$ cat src/sv/fixed_length_frame_receiver_assert.svh
// assertion macros for the receiver modules, used by flrx_ctrl
`ifndef FIXED_LENGTH_FRAME_RECEIVER_ASSERT_SVH
`define FIXED_LENGTH_FRAME_RECEIVER_ASSERT_SVH

`ifndef ASSERT_OFF
`define FLRX_ASSERT(lbl, clk, rst, prop, msg) \
   lbl: assert property (@(posedge clk) disable iff (rst) prop) else $error(msg);
`define FLRX_ASSERT_NEXT(lbl, clk, rst, pre, post, msg) \
   lbl: assert property (@(posedge clk) disable iff (rst) pre |=> post) else $error(msg);
`else
`define FLRX_ASSERT(lbl, clk, rst, prop, msg)
`define FLRX_ASSERT_NEXT(lbl, clk, rst, pre, post, msg)
`endif

`endif

$ cat src/sv/flrx_pkg.sv
package flrx_pkg;

   localparam int unsigned FRAME_LEN = 100;
   localparam int unsigned ADDR_W    = $clog2(FRAME_LEN);
   localparam int unsigned FILL_W    = ADDR_W;
   localparam logic [FILL_W-1:0] LAST_FILL = FILL_W'(FRAME_LEN - 1);

   localparam int unsigned CSR_ADDR_W = 3;
   localparam int unsigned CSR_DATA_W = 32;

   localparam logic REG_HEAD = 1'b0;
   localparam logic REG_TAIL = 1'b1;

   localparam logic [7:0] HEAD_RESET = 8'd85;
   localparam logic [7:0] TAIL_RESET = 8'd10;

   typedef enum logic [1:0] {
      OP_RECV    = 2'd0,
      OP_READ    = 2'd1,
      OP_RELEASE = 2'd2
   } op_type;

   typedef struct packed {
      logic [7:0] head;
      logic [7:0] tail;
   } cfg_type;

   // one beat in flight between the state stage and the output register
   typedef struct packed {
      logic valid;
      logic accepted;
      logic dropped;
      logic ready;
      logic rd_hit;
      logic rd_bank;
   } stage_type;

endpackage

$ cat src/sv/flrx_if.sv
interface flrx_req_if;
   logic       valid;
   logic       ready;
   logic [1:0] operation;
   logic [7:0] rx_byte;
   logic [6:0] read_index;

   modport source (output valid, output operation, output rx_byte, output read_index,
                   input ready);
   modport sink   (input valid, input operation, input rx_byte, input read_index,
                   output ready);
endinterface

interface flrx_rsp_if;
   logic       valid;
   logic       ready;
   logic       frame_accepted;
   logic       frame_dropped;
   logic [7:0] read_data;
   logic       packet_ready;

   modport source (output valid, output frame_accepted, output frame_dropped,
                   output read_data, output packet_ready, input ready);
   modport sink   (input valid, input frame_accepted, input frame_dropped,
                   input read_data, input packet_ready, output ready);
endinterface

$ cat src/sv/flrx_ram.sv
module flrx_ram #(
   parameter int unsigned WIDTH = 8,
   parameter int unsigned DEPTH = 100
) (
   input  logic                     clock,
   input  logic                     we,
   input  logic [$clog2(DEPTH)-1:0] waddr,
   input  logic [WIDTH-1:0]         wdata,
   input  logic                     re,
   input  logic [$clog2(DEPTH)-1:0] raddr,
   output logic [WIDTH-1:0]         rdata
);

   logic [WIDTH-1:0] mem_ff [DEPTH];
   logic [WIDTH-1:0] rdata_ff;

   always_ff @(posedge clock) begin
      if (we) begin
         mem_ff[waddr] <= wdata;
      end
      if (re) begin
         rdata_ff <= mem_ff[raddr];
      end
   end

   assign rdata = rdata_ff;

endmodule

$ cat src/sv/flrx_csr.sv
module flrx_csr (
   input  logic                                clock,
   input  logic                                reset,
   input  logic                                csr_psel,
   input  logic                                csr_penable,
   input  logic                                csr_pwrite,
   input  logic [flrx_pkg::CSR_ADDR_W-1:0]     csr_paddr,
   input  logic [flrx_pkg::CSR_DATA_W-1:0]     csr_pwdata,
   output logic [flrx_pkg::CSR_DATA_W-1:0]     csr_prdata,
   output logic                                csr_pready,
   output flrx_pkg::cfg_type                   cfg
);
   import flrx_pkg::*;

   cfg_type cfg_ff;
   cfg_type cfg_in;
   logic    wr_en;
   logic    reg_sel;

   assign csr_pready = 1'b1;
   assign wr_en      = csr_psel && csr_penable && csr_pwrite && csr_pready;
   assign reg_sel    = csr_paddr[2];

   always_comb begin
      cfg_in = cfg_ff;
      if (wr_en) begin
         unique case (reg_sel)
            REG_HEAD: cfg_in.head = csr_pwdata[7:0];
            REG_TAIL: cfg_in.tail = csr_pwdata[7:0];
            default:  cfg_in = cfg_ff;
         endcase
      end
   end

   always_comb begin
      unique case (reg_sel)
         REG_HEAD: csr_prdata = {(CSR_DATA_W - 8)'(0), cfg_ff.head};
         REG_TAIL: csr_prdata = {(CSR_DATA_W - 8)'(0), cfg_ff.tail};
         default:  csr_prdata = '0;
      endcase
   end

   always_ff @(posedge clock) begin
      if (reset) begin
         cfg_ff.head <= HEAD_RESET;
         cfg_ff.tail <= TAIL_RESET;
      end else begin
         cfg_ff <= cfg_in;
      end
   end

   assign cfg = cfg_ff;

endmodule

$ cat src/sv/flrx_ctrl.sv
`include "fixed_length_frame_receiver_assert.svh"

module flrx_ctrl (
   input  logic                clock,
   input  logic                reset,
   flrx_req_if.sink            req,
   input  flrx_pkg::cfg_type   cfg,
   input  logic                advance,
   output flrx_pkg::stage_type stage,
   output logic [7:0]          rdata0,
   output logic [7:0]          rdata1
);
   import flrx_pkg::*;

   logic [FILL_W-1:0] fill_ff, fill_in;
   logic              bank_ff, bank_in;   // bank being filled; the other one is held
   logic              rdy_ff, rdy_in;
   stage_type         s1_ff, s1_in;

   logic              accept;
   logic              acc, drp, we, hit;
   logic              in_range;
   logic [ADDR_W-1:0] raddr;

   assign req.ready = !reset && (!s1_ff.valid || advance);
   assign accept    = req.valid && req.ready;
   assign in_range  = 32'(req.read_index) < FRAME_LEN;
   assign raddr     = ADDR_W'(req.read_index);

   always_comb begin
      fill_in = fill_ff;
      bank_in = bank_ff;
      rdy_in  = rdy_ff;
      acc     = 1'b0;
      drp     = 1'b0;
      we      = 1'b0;
      hit     = 1'b0;
      if (accept) begin
         case (req.operation)
            OP_RECV: begin
               if (fill_ff == '0 && req.rx_byte != cfg.head) begin
                  drp = 1'b1;
               end else begin
                  we = 1'b1;
                  if (fill_ff == LAST_FILL) begin
                     fill_in = '0;
                     if (req.rx_byte == cfg.tail) begin
                        acc     = 1'b1;
                        rdy_in  = 1'b1;
                        bank_in = ~bank_ff;   // swap instead of copying
                     end else begin
                        drp = 1'b1;
                     end
                  end else begin
                     fill_in = fill_ff + 1'b1;
                  end
               end
            end
            OP_READ:    hit    = in_range;
            OP_RELEASE: rdy_in = 1'b0;
            default:    ;
         endcase
      end
   end

   always_comb begin
      s1_in = s1_ff;
      if (accept) begin
         s1_in.valid    = 1'b1;
         s1_in.accepted = acc;
         s1_in.dropped  = drp;
         s1_in.ready    = rdy_in;
         s1_in.rd_hit   = hit;
         s1_in.rd_bank  = ~bank_ff;
      end else if (advance) begin
         s1_in.valid = 1'b0;
      end
   end

   always_ff @(posedge clock) begin
      if (reset) begin
         fill_ff     <= '0;
         bank_ff     <= 1'b0;
         rdy_ff      <= 1'b0;
         s1_ff.valid <= 1'b0;
      end else begin
         fill_ff <= fill_in;
         bank_ff <= bank_in;
         rdy_ff  <= rdy_in;
         s1_ff   <= s1_in;
      end
   end

   flrx_ram #(.WIDTH(8), .DEPTH(FRAME_LEN)) u_bank0 (
      .clock (clock),
      .we    (we && !bank_ff),
      .waddr (fill_ff),
      .wdata (req.rx_byte),
      .re    (hit && bank_ff),
      .raddr (raddr),
      .rdata (rdata0)
   );

   flrx_ram #(.WIDTH(8), .DEPTH(FRAME_LEN)) u_bank1 (
      .clock (clock),
      .we    (we && bank_ff),
      .waddr (fill_ff),
      .wdata (req.rx_byte),
      .re    (hit && !bank_ff),
      .raddr (raddr),
      .rdata (rdata1)
   );

   assign stage = s1_ff;

   `FLRX_ASSERT_NEXT(a_swap_on_accept, clock, reset, acc, bank_ff != $past(bank_ff), "bank not swapped after good frame")
   `FLRX_ASSERT_NEXT(a_ready_on_accept, clock, reset, acc, rdy_ff, "ready flag not set after good frame")
   `FLRX_ASSERT_NEXT(a_fill_wraps, clock, reset, we && fill_ff == LAST_FILL, fill_ff == '0, "fill count did not wrap at frame end")
   `FLRX_ASSERT_NEXT(a_fill_holds, clock, reset, !we, $stable(fill_ff), "fill count moved without a stored byte")
   `FLRX_ASSERT(a_flags_exclusive, clock, reset, !(s1_ff.valid && s1_ff.accepted && s1_ff.dropped), "beat both accepted and dropped")

endmodule

$ cat src/sv/flrx_out.sv
module flrx_out (
   input  logic                clock,
   input  logic                reset,
   input  flrx_pkg::stage_type stage,
   input  logic [7:0]          rdata0,
   input  logic [7:0]          rdata1,
   output logic                advance,
   flrx_rsp_if.source          rsp
);
   import flrx_pkg::*;

   logic       valid_ff, valid_in;
   logic       acc_ff, acc_in;
   logic       drp_ff, drp_in;
   logic [7:0] data_ff, data_in;
   logic       rdy_ff, rdy_in;
   logic [7:0] rd_byte;

   assign advance = !valid_ff || rsp.ready;
   assign rd_byte = stage.rd_bank ? rdata1 : rdata0;

   always_comb begin
      valid_in = valid_ff;
      acc_in   = acc_ff;
      drp_in   = drp_ff;
      data_in  = data_ff;
      rdy_in   = rdy_ff;
      if (advance) begin
         valid_in = stage.valid;
         acc_in   = stage.accepted;
         drp_in   = stage.dropped;
         data_in  = stage.rd_hit ? rd_byte : 8'd0;
         rdy_in   = stage.ready;
      end
   end

   always_ff @(posedge clock) begin
      if (reset) begin
         valid_ff <= 1'b0;
      end else begin
         valid_ff <= valid_in;
      end
      acc_ff  <= acc_in;
      drp_ff  <= drp_in;
      data_ff <= data_in;
      rdy_ff  <= rdy_in;
   end

   assign rsp.valid          = valid_ff;
   assign rsp.frame_accepted = acc_ff;
   assign rsp.frame_dropped  = drp_ff;
   assign rsp.read_data      = data_ff;
   assign rsp.packet_ready   = rdy_ff;

endmodule

$ cat src/sv/fixed_length_frame_receiver.sv
// channel   handshake          payload
// req_bus   valid / ready      operation, rx_byte, read_index
// rsp_bus   valid / ready      frame_accepted, frame_dropped, read_data, packet_ready
// csr_*     apb, pready tied   head_byte at 0x0, tail_byte at 0x4
//
// one beat per cycle while rsp_bus is not stalled; each result passes the registered read
// of the frame bank memories, beside the state stage, and then the output register
// two frame banks swap on a good frame, so no step copies the held packet
// reset is synchronous and clears fill count, bank select, ready flag and valids
// a stalled rsp_bus holds one beat in the output and one in the state stage
module fixed_length_frame_receiver (
   input  logic                                clock,
   input  logic                                reset,
   flrx_req_if.sink                            req_bus,
   flrx_rsp_if.source                          rsp_bus,
   input  logic                                csr_psel,
   input  logic                                csr_penable,
   input  logic                                csr_pwrite,
   input  logic [flrx_pkg::CSR_ADDR_W-1:0]     csr_paddr,
   input  logic [flrx_pkg::CSR_DATA_W-1:0]     csr_pwdata,
   output logic [flrx_pkg::CSR_DATA_W-1:0]     csr_prdata,
   output logic                                csr_pready
);
   import flrx_pkg::*;

   cfg_type    cfg;
   stage_type  stage;
   logic [7:0] rdata0;
   logic [7:0] rdata1;
   logic       advance;

   flrx_csr u_csr (
      .clock       (clock),
      .reset       (reset),
      .csr_psel    (csr_psel),
      .csr_penable (csr_penable),
      .csr_pwrite  (csr_pwrite),
      .csr_paddr   (csr_paddr),
      .csr_pwdata  (csr_pwdata),
      .csr_prdata  (csr_prdata),
      .csr_pready  (csr_pready),
      .cfg         (cfg)
   );

   flrx_ctrl u_ctrl (
      .clock   (clock),
      .reset   (reset),
      .req     (req_bus),
      .cfg     (cfg),
      .advance (advance),
      .stage   (stage),
      .rdata0  (rdata0),
      .rdata1  (rdata1)
   );

   flrx_out u_out (
      .clock   (clock),
      .reset   (reset),
      .stage   (stage),
      .rdata0  (rdata0),
      .rdata1  (rdata1),
      .advance (advance),
      .rsp     (rsp_bus)
   );

endmodule

$ cat src/flat_wrapper.sv
// flat-port wrapper written by rule: the top's interface ports become plain ports
module fixed_length_frame_receiver_flat import flrx_pkg::*;
  (clock, reset, csr_psel, csr_penable, csr_pwrite, csr_paddr, csr_pwdata, csr_prdata, csr_pready, req_bus_valid, req_bus_operation, req_bus_rx_byte, req_bus_read_index, req_bus_ready, rsp_bus_valid, rsp_bus_frame_accepted, rsp_bus_frame_dropped, rsp_bus_read_data, rsp_bus_packet_ready, rsp_bus_ready);
  flrx_req_if req_bus_i ();
  flrx_rsp_if rsp_bus_i ();
  input  logic clock;
  input  logic reset;
  input  logic csr_psel;
  input  logic csr_penable;
  input  logic csr_pwrite;
  input  logic [flrx_pkg::CSR_ADDR_W-1:0] csr_paddr;
  input  logic [flrx_pkg::CSR_DATA_W-1:0] csr_pwdata;
  output logic [flrx_pkg::CSR_DATA_W-1:0] csr_prdata;
  output logic csr_pready;
  input wire logic [$bits(req_bus_i.valid)-1:0] req_bus_valid;
  input wire logic [$bits(req_bus_i.operation)-1:0] req_bus_operation;
  input wire logic [$bits(req_bus_i.rx_byte)-1:0] req_bus_rx_byte;
  input wire logic [$bits(req_bus_i.read_index)-1:0] req_bus_read_index;
  output wire logic [$bits(req_bus_i.ready)-1:0] req_bus_ready;
  output wire logic [$bits(rsp_bus_i.valid)-1:0] rsp_bus_valid;
  output wire logic [$bits(rsp_bus_i.frame_accepted)-1:0] rsp_bus_frame_accepted;
  output wire logic [$bits(rsp_bus_i.frame_dropped)-1:0] rsp_bus_frame_dropped;
  output wire logic [$bits(rsp_bus_i.read_data)-1:0] rsp_bus_read_data;
  output wire logic [$bits(rsp_bus_i.packet_ready)-1:0] rsp_bus_packet_ready;
  input wire logic [$bits(rsp_bus_i.ready)-1:0] rsp_bus_ready;
  assign req_bus_i.valid = req_bus_valid;
  assign req_bus_i.operation = req_bus_operation;
  assign req_bus_i.rx_byte = req_bus_rx_byte;
  assign req_bus_i.read_index = req_bus_read_index;
  assign req_bus_ready = req_bus_i.ready;
  assign rsp_bus_valid = rsp_bus_i.valid;
  assign rsp_bus_frame_accepted = rsp_bus_i.frame_accepted;
  assign rsp_bus_frame_dropped = rsp_bus_i.frame_dropped;
  assign rsp_bus_read_data = rsp_bus_i.read_data;
  assign rsp_bus_packet_ready = rsp_bus_i.packet_ready;
  assign rsp_bus_i.ready = rsp_bus_ready;
  fixed_length_frame_receiver u_core (.clock(clock), .reset(reset), .req_bus(req_bus_i), .rsp_bus(rsp_bus_i), .csr_psel(csr_psel), .csr_penable(csr_penable), .csr_pwrite(csr_pwrite), .csr_paddr(csr_paddr), .csr_pwdata(csr_pwdata), .csr_prdata(csr_prdata), .csr_pready(csr_pready));
endmodule
$ cat config.mk
export PLATFORM = sky130hd
export DESIGN_NAME = fixed_length_frame_receiver_flat
export DESIGN_NICKNAME = d
export VERILOG_FILES = /design/src/sv/flrx_pkg.sv /design/src/sv/flrx_if.sv /design/src/sv/flrx_ram.sv /design/src/sv/flrx_csr.sv /design/src/sv/flrx_ctrl.sv /design/src/sv/flrx_out.sv /design/src/sv/fixed_length_frame_receiver.sv /design/src/flat_wrapper.sv
export VERILOG_INCLUDE_DIRS = /design/src /design/src/sv
export SDC_FILE = /design/constraint.sdc
export NUM_CORES = 2
export LEC_CHECK = 0
export ABC_AREA = 1
export BUFFER_PORTS_ARGS = -buffer_cell sky130_fd_sc_hd__buf_2
export CAP_MARGIN = 20
export CORE_MARGIN = 2
export CORE_UTILIZATION = 39
export DETAILED_ROUTE_END_ITERATION = 12
export PLACE_DENSITY = 0.66
export SLEW_MARGIN = 30
export SYNTH_ARGS = -nofsm -noshare
export SYNTH_HDL_FRONTEND = slang
export SYNTH_SLANG_ARGS = --single-unit
$ cat constraint.sdc
create_clock -name clock -period 5 [get_ports clock]
set_input_delay 0.75 -clock clock [delete_from_list [all_inputs] [get_ports clock]]
set_output_delay 0.75 -clock clock [all_outputs]
set_load 0.05 [all_outputs]
# Word level (Yosys, flattened, before mapping)
# Memories as Yosys holds them, arrays and structs flattened. A register that Yosys moved wholly into a read port is not among the register bits.
# Index checks and enable logic that the tools add are counted.
[totals]
mem_count = 2
mem_bits_ro = 0
ff_bits = 43
elab_cells = 78
ramBits = 1600
inputBits = 59
latchBits = 0
[memory_table]
columns = ["name", "words", "width", "rd", "rd_clocked_by_memory_dff", "wr", "line_no", "rtl"]
rows = [
  ["u_core.u_ctrl.u_bank0.mem_ff", 100, 8, 1, 1, 1, "flrx_ram.sv:14", "logic [WIDTH-1:0] mem_ff [DEPTH];"],
  ["u_core.u_ctrl.u_bank1.mem_ff", 100, 8, 1, 1, 1, "flrx_ram.sv:14", ""],
]
[op_classes]
mul = 0
n_shift = 0
n_mux = 23
reduce_logical = 24
n_lt_le_gt_ge = 1
add_sub_neg = 1
n_eq_ne = 5
bitwise = 6
n_div = 0
[ops]
columns = ["op", "count"]
rows = [
  ["32-bit case mux with 2 select lines", 1],
  ["1-bit two-way mux", 19],
  ["1-bit logical AND", 9],
  ["8-bit == test", 1],
  ["8-bit two-way mux", 1],
  ["8-bit != test", 1],
  ["7-bit by 1-bit adder with 7-bit output, second input constant", 1],
  ["7-bit == test, second input constant", 1],
  ["7-bit logical NOT", 1],
  ["7-bit < comparator, second input constant", 1],
  ["7-bit two-way mux", 1],
  ["1-bit inverter", 6],
  ["2-bit AND reduction", 3],
  ["5-bit AND reduction", 1],
  ["1-bit logical NOT", 4],
  ["3-bit AND reduction", 1],
  ["3-bit OR reduction", 1],
  ["2-bit by 1-bit == test with 1-bit output, second input constant", 1],
  ["2-bit == test, second input constant", 1],
  ["2-bit logical NOT", 1],
  ["1-bit logical OR", 2],
  ["1-bit case mux with 2 select lines", 1],
  ["2-bit nonzero test", 1],
]

# Depth between registers and ports, before layout
[depth]
depth_word = 9
mapped_depth = 16
ltp_nobuf = 13

# Cells and area by module
# From an unflattened synthesis, not the netlist that was laid out.
[unflattened]
cells_unflattened = 6088
area_unflattened_um2 = 69263.9
[by_module_without_submodules]
columns = ["module", "cells_per_inst", "area_per_inst_um2", "seq_area_each_um2", "instances"]
rows = [
  ["flrx_ram", 2867, 33353.2, 24263.3, 2],
  ["flrx_ctrl", 165, 1083.5, 350.3, 1],
  ["flrx_csr", 148, 1003.5, 320.3, 1],
  ["flrx_out", 41, 470.5, 350.3, 1],
]

# Worst setup path before layout
# OpenSTA, ideal clock, no wires.
[synth_timing]
path_type = "in2reg"
startpoint = "input reset"
endpoint = "memory u_core.u_ctrl.u_bank1.mem_ff[7][0] (enable)"
slack_ns = 1.697
t_arrival_ns = 2.919
cell_stages = 10
setup_time_ns = 0.383
path_cell_list = "inv_1 > nand2_1 > inv_1 > nand2_1 > inv_1 > nand3_2 > inv_2 > nand2_2 > buf_2 > nor3_1"
[synth_between]
elab_chain_len = 7
[synth_rtl]
columns = ["item", "line_no", "rtl"]
rows = [
  ["from (decl)", "flat_wrapper.sv:7", "input logic reset;"],
  ["1-bit logical NOT", "flrx_ctrl.sv:25", "assign req.ready = !reset && (!s1_ff.valid || advance);"],
  ["1-bit logical AND", "flrx_ctrl.sv:25", ""],
  ["net req_bus_ready", "flat_wrapper.sv:19", "output wire logic [$bits(req_bus_i.ready)-1:0] req_bus_ready;"],
  ["1-bit logical AND", "flrx_ctrl.sv:26", "assign accept = req.valid && req.ready;"],
  ["1-bit two-way mux", "flrx_ctrl.sv:38", "if (accept) begin"],
  ["1-bit logical AND", "flrx_ctrl.sv:106", ".we (we && bank_ff),"],
  ["1-bit two-way mux", "flrx_ram.sv:18", "if (we) begin"],
  ["1-bit two-way mux (implied by the code)", "flrx_ram.sv:19", "mem_ff[waddr] <= wdata;"],
  ["to (decl)", "flrx_ram.sv:14", ""],
]
# The timed path passes the listed nets, and every way through them passes these cells.

# Worst setup path in the final report
[layout_timing]
startpoint = "register u_core.u_ctrl.fill_ff[0]"
endpoint = "memory u_core.u_ctrl.u_bank1.mem_ff[11][3] (enable)"
[layout_between]
elab_chain_len = 8
[layout_rtl]
columns = ["item", "line_no", "rtl"]
rows = [
  ["from (decl)", "flrx_ctrl.sv:15", "logic [FILL_W-1:0] fill_ff, fill_in;"],
  ["from (signal assigned)", "flrx_ctrl.sv:87", "fill_ff <= fill_in;"],
  ["7-bit logical NOT", "flrx_ctrl.sv:41", "if (fill_ff == '0 && req.rx_byte != cfg.head) begin"],
  ["1-bit logical AND", "flrx_ctrl.sv:41", ""],
  ["1-bit two-way mux", "flrx_ctrl.sv:41", ""],
  ["1-bit two-way mux", "flrx_ctrl.sv:39", "case (req.operation)"],
  ["1-bit two-way mux", "flrx_ctrl.sv:38", ""],
  ["1-bit logical AND", "flrx_ctrl.sv:106", ""],
  ["1-bit two-way mux", "flrx_ram.sv:18", ""],
  ["1-bit two-way mux (implied by the code)", "flrx_ram.sv:19", ""],
]
# Several ways; a longest one is shown, not always the timed one.

==> impl_metrics.toml <==
[timing]
relSlewSlack_pct = 34.9
finalHoldViolations = 0
fin_tns_setup_ns = 0
finalMaxSlewViolations = 0
rsz0062_at_grt = "false"
setup_viol_count_final = 0
clock_skew_ns = 0.0290
timing.final.crit_period_ns = 3.66
fmax_ghz = 0.273
worst_pin_slew_ns = 0.971
post-route-period-util_pct = 73.2

[clocking]
cts_tree = "done"
clockBufferDepth = 3
cts_num_sinks = 1659
clock_latency_ns = 0.80
hold_buffers = 0
cts_root_buf = "clkbuf_16"
post_cts_buffers = 0
htree_levels = 4
cts_buffers = 161
ctsResizeCount = 0
clkTransAtPathRegs_ns = 0.07

[setup_path]
critPathLaunchType = "register"
critical_path_buf_inv_count = 3
worstPathRequired_ns = 5.43
regToRegSetupSlack_ns = 1.34
critical_path_peak_fanout = 42
cpMaxStageDelayCell = "nor2_1"
cp_top_family = "simple AND/OR/NAND/NOR gates"
arrival_ns = 4.09
crit_chain = "inv_1, ha_1, nand2_1, nor2_1, nand2_1, nand3_2, inv_2, nand2_4, buf_4, nor2_1"
worstSetupPathType = "register to register"
cp_slowest_stage_delay_ns = 0.66
endpoint_kind = "register"

[power_and_ir_drop]
p_leak_nw = 27.5
switchingPower_mw = 6.48
vdd_drop_max_uv = 379
power_per_cell_area_nw_per_um2 = 374
p_int_mw = 22.3
power_frac_clock_pct = 40.9
pwr-share-comb_pct = 5.9
power.share.sequential_pct = 53.2
p_sw_share_pct = 22.5

[global_route]
antenna_found_initial = 2
grt_pass1_vias = 43031
grt_max_degree = 180
grt_use_total_pct = 19.2
grt_pass1_wl_um = 265000
grt_overflow = 0

[drt]
routed_wirelength_um = 177000
vias_per_cell = 5.21
firstDrtPassIters = 6
route.detailed.drc = 0
dr.first_iter.drc_count = 5119
postRouteAntennaNets = 0
drt-wirelength-per-cell_um = 20.3
via_count = 45411

[place]
gp_congestion = 0.854
dp_hpwl_um = 102000
io_buffer_count = 53

[layout]
multiInputGateArea_um2 = 17000
drive_gt1_share_pct = 6.25
seq_area_um2 = 49500
final_core_util_pct = 43.6
area_delta_synth_final_pct = 11.0
nFillCells = 16013
fin_nets = 6315

[die]
rows = 154
start_util_pct = 39.3
die_x_um = 425
ios = 105
die_area_um2 = 181000
die-height_um = 425
coreArea_um2 = 176000

[synth]
post_synth_num_cell_types = 32
ys_seq_area_share_pct = 71.6
synth_area_um2 = 69200
avgSynthCellArea_um2 = 11.0
synth-seq-cells = 1659
yosysWarnings = 0
syn_inst = 6313

[worst_hold_path]
min_path_type = "input port to register"

[flow_run]
maxCapViolCount = 0

[outcome]
status = "complete, no violations"
power groups by stage:
stage	combinational [mW]	sequential [mW]	clock, mW
6_report	1.71	15.3	11.8
5_1_grt	1.86	15.3	12.4
4_1_cts	1.70	15.3	11.9
3_5_place_dp	1.70	15.6	0
3_3_place_gp	1.67	15.6	0
2_1_floorplan	0.975	15.6	0
state kept, by name, summed over array words and instances (netlist names), 6 cells and up:
register                      cells
u_core.u_ctrl.u_bank0.mem_ff    800
u_core.u_ctrl.u_bank1.mem_ff    800
u_core.u_csr.cfg                 16
u_core.u_ctrl.u_bank0.rdata       8
u_core.u_ctrl.u_bank1.rdata       8
u_core.u_out.rsp.read_data        8
u_core.u_ctrl.fill_ff             7
u_core.u_ctrl.stage               6
cells in the final DEF, fill, tap and decap left out, drive strengths merged:
cell,n
o31ai,1
nand2,1762
and3,18
edfxtp,1632
dfxtp,27
o221ai,3
o21ai,405
o211ai,20
a21oi,98
nor4,1
nand3,636
o22ai,13
buf,139
nand4,2
clkinvlp,5
conb,25
nor2,1001
inv,261
bufinv,10
diode,3
clkinv,61
or2,17
nor3,11
ha,2
xnor2,11
xor2,3
clkbuf,215
cell families (layout without fill, tap and decap cells):
group,Yosys count,in the layout,share of synthesized area [%]
AND/OR/NAND/NOR,3448,3448,20.0
flip-flops,1659,1659,71.6
buffers and inverters,648,691,4.10
adder cells (fa/ha/maj),2,2,0.0362
XOR/XNOR,14,14,0.177
AO/OA/AOI/OAI,540,540,4.02
other,2,28,0.0109
cells in the mapped netlist (all sizes together):
cell / number / area [µm²]
o211ai: 20 / 150
nand4: 2 / 12.5
dfxtp: 27 / 541
nor4: 1 / 6.26
nand3: 636 / 3190
xor2: 3 / 26.3
clkinv: 3 / 11.3
xnor2: 11 / 96.3
a21oi: 98 / 490
conb: 2 / 7.51
or2: 17 / 106
nand2: 1762 / 6620
clkbuf: 178 / 668
nor3: 11 / 55.1
o221ai: 3 / 26.3
ha: 2 / 25.0
o22ai: 13 / 81.3
and3: 18 / 113
nor2: 1001 / 3760
buf: 214 / 1200
o21ai: 405 / 2030
inv: 253 / 950
o31ai: 1 / 7.51
edfxtp: 1632 / 49000
tightest hold or removal path: stages:
cell and delay, ns:
buf_2 0.09, nand2_1 0.05, nand3_1 0.06
metrics by stage:
stage / hold WS (ns) / std cells / instance area [µm²] / worst slack, ns / total power [mW]
2_1_floorplan: 0.400 / 6336 / 69300 / 1.70 / 16.6
3_3_place_gp: 0.418 / 8430 / 71700 / 0.980 / 17.3
3_5_place_dp: 0.421 / 8430 / 71700 / 0.979 / 17.3
4_1_cts: 0.141 / 8718 / 76700 / 1.44 / 28.9
5_1_grt: 0.176 / 8719 / 76800 / 1.22 / 29.6
6_report: 0.187 / 8722 / 76800 / 1.34 / 28.7
layout make-up:
class / instances / share of cell area [%]
diodes: 3 / 0.00978
clock buffers: 207 / 5.60
clock inverters: 81 / 0.929
inverters: 256 / 1.27
multi-input cells: 4029 / 22.1
flip-flops and latches: 1659 / 64.5
well taps: 2340 / 3.81
repair buffers: 147 / 1.78
per-layer routing:
metal,GRT usage (%),vias up,wire (µm)
met5,0,-,0
met4,6.87,0,5590
met3,2.77,300,13200
met2,31.6,1827,85100
met1,26.1,22011,73100
li1,-,21273,-
path summary, 6_finish.rpt:
kind                             from                                   to  depth (start not counted)
min reg2reg    u_core.u_ctrl.stage[4]      u_core.u_out.rsp.frame_accepted                          0
max reg2reg  u_core.u_ctrl.fill_ff[0]  u_core.u_ctrl.u_bank1.mem_ff[11][3]                         10
min                     csr_pwdata[2]                 u_core.u_csr.cfg[10]                          3
max          u_core.u_ctrl.fill_ff[0]  u_core.u_ctrl.u_bank1.mem_ff[11][3]                         10
(Power assumes the default switching activity.)
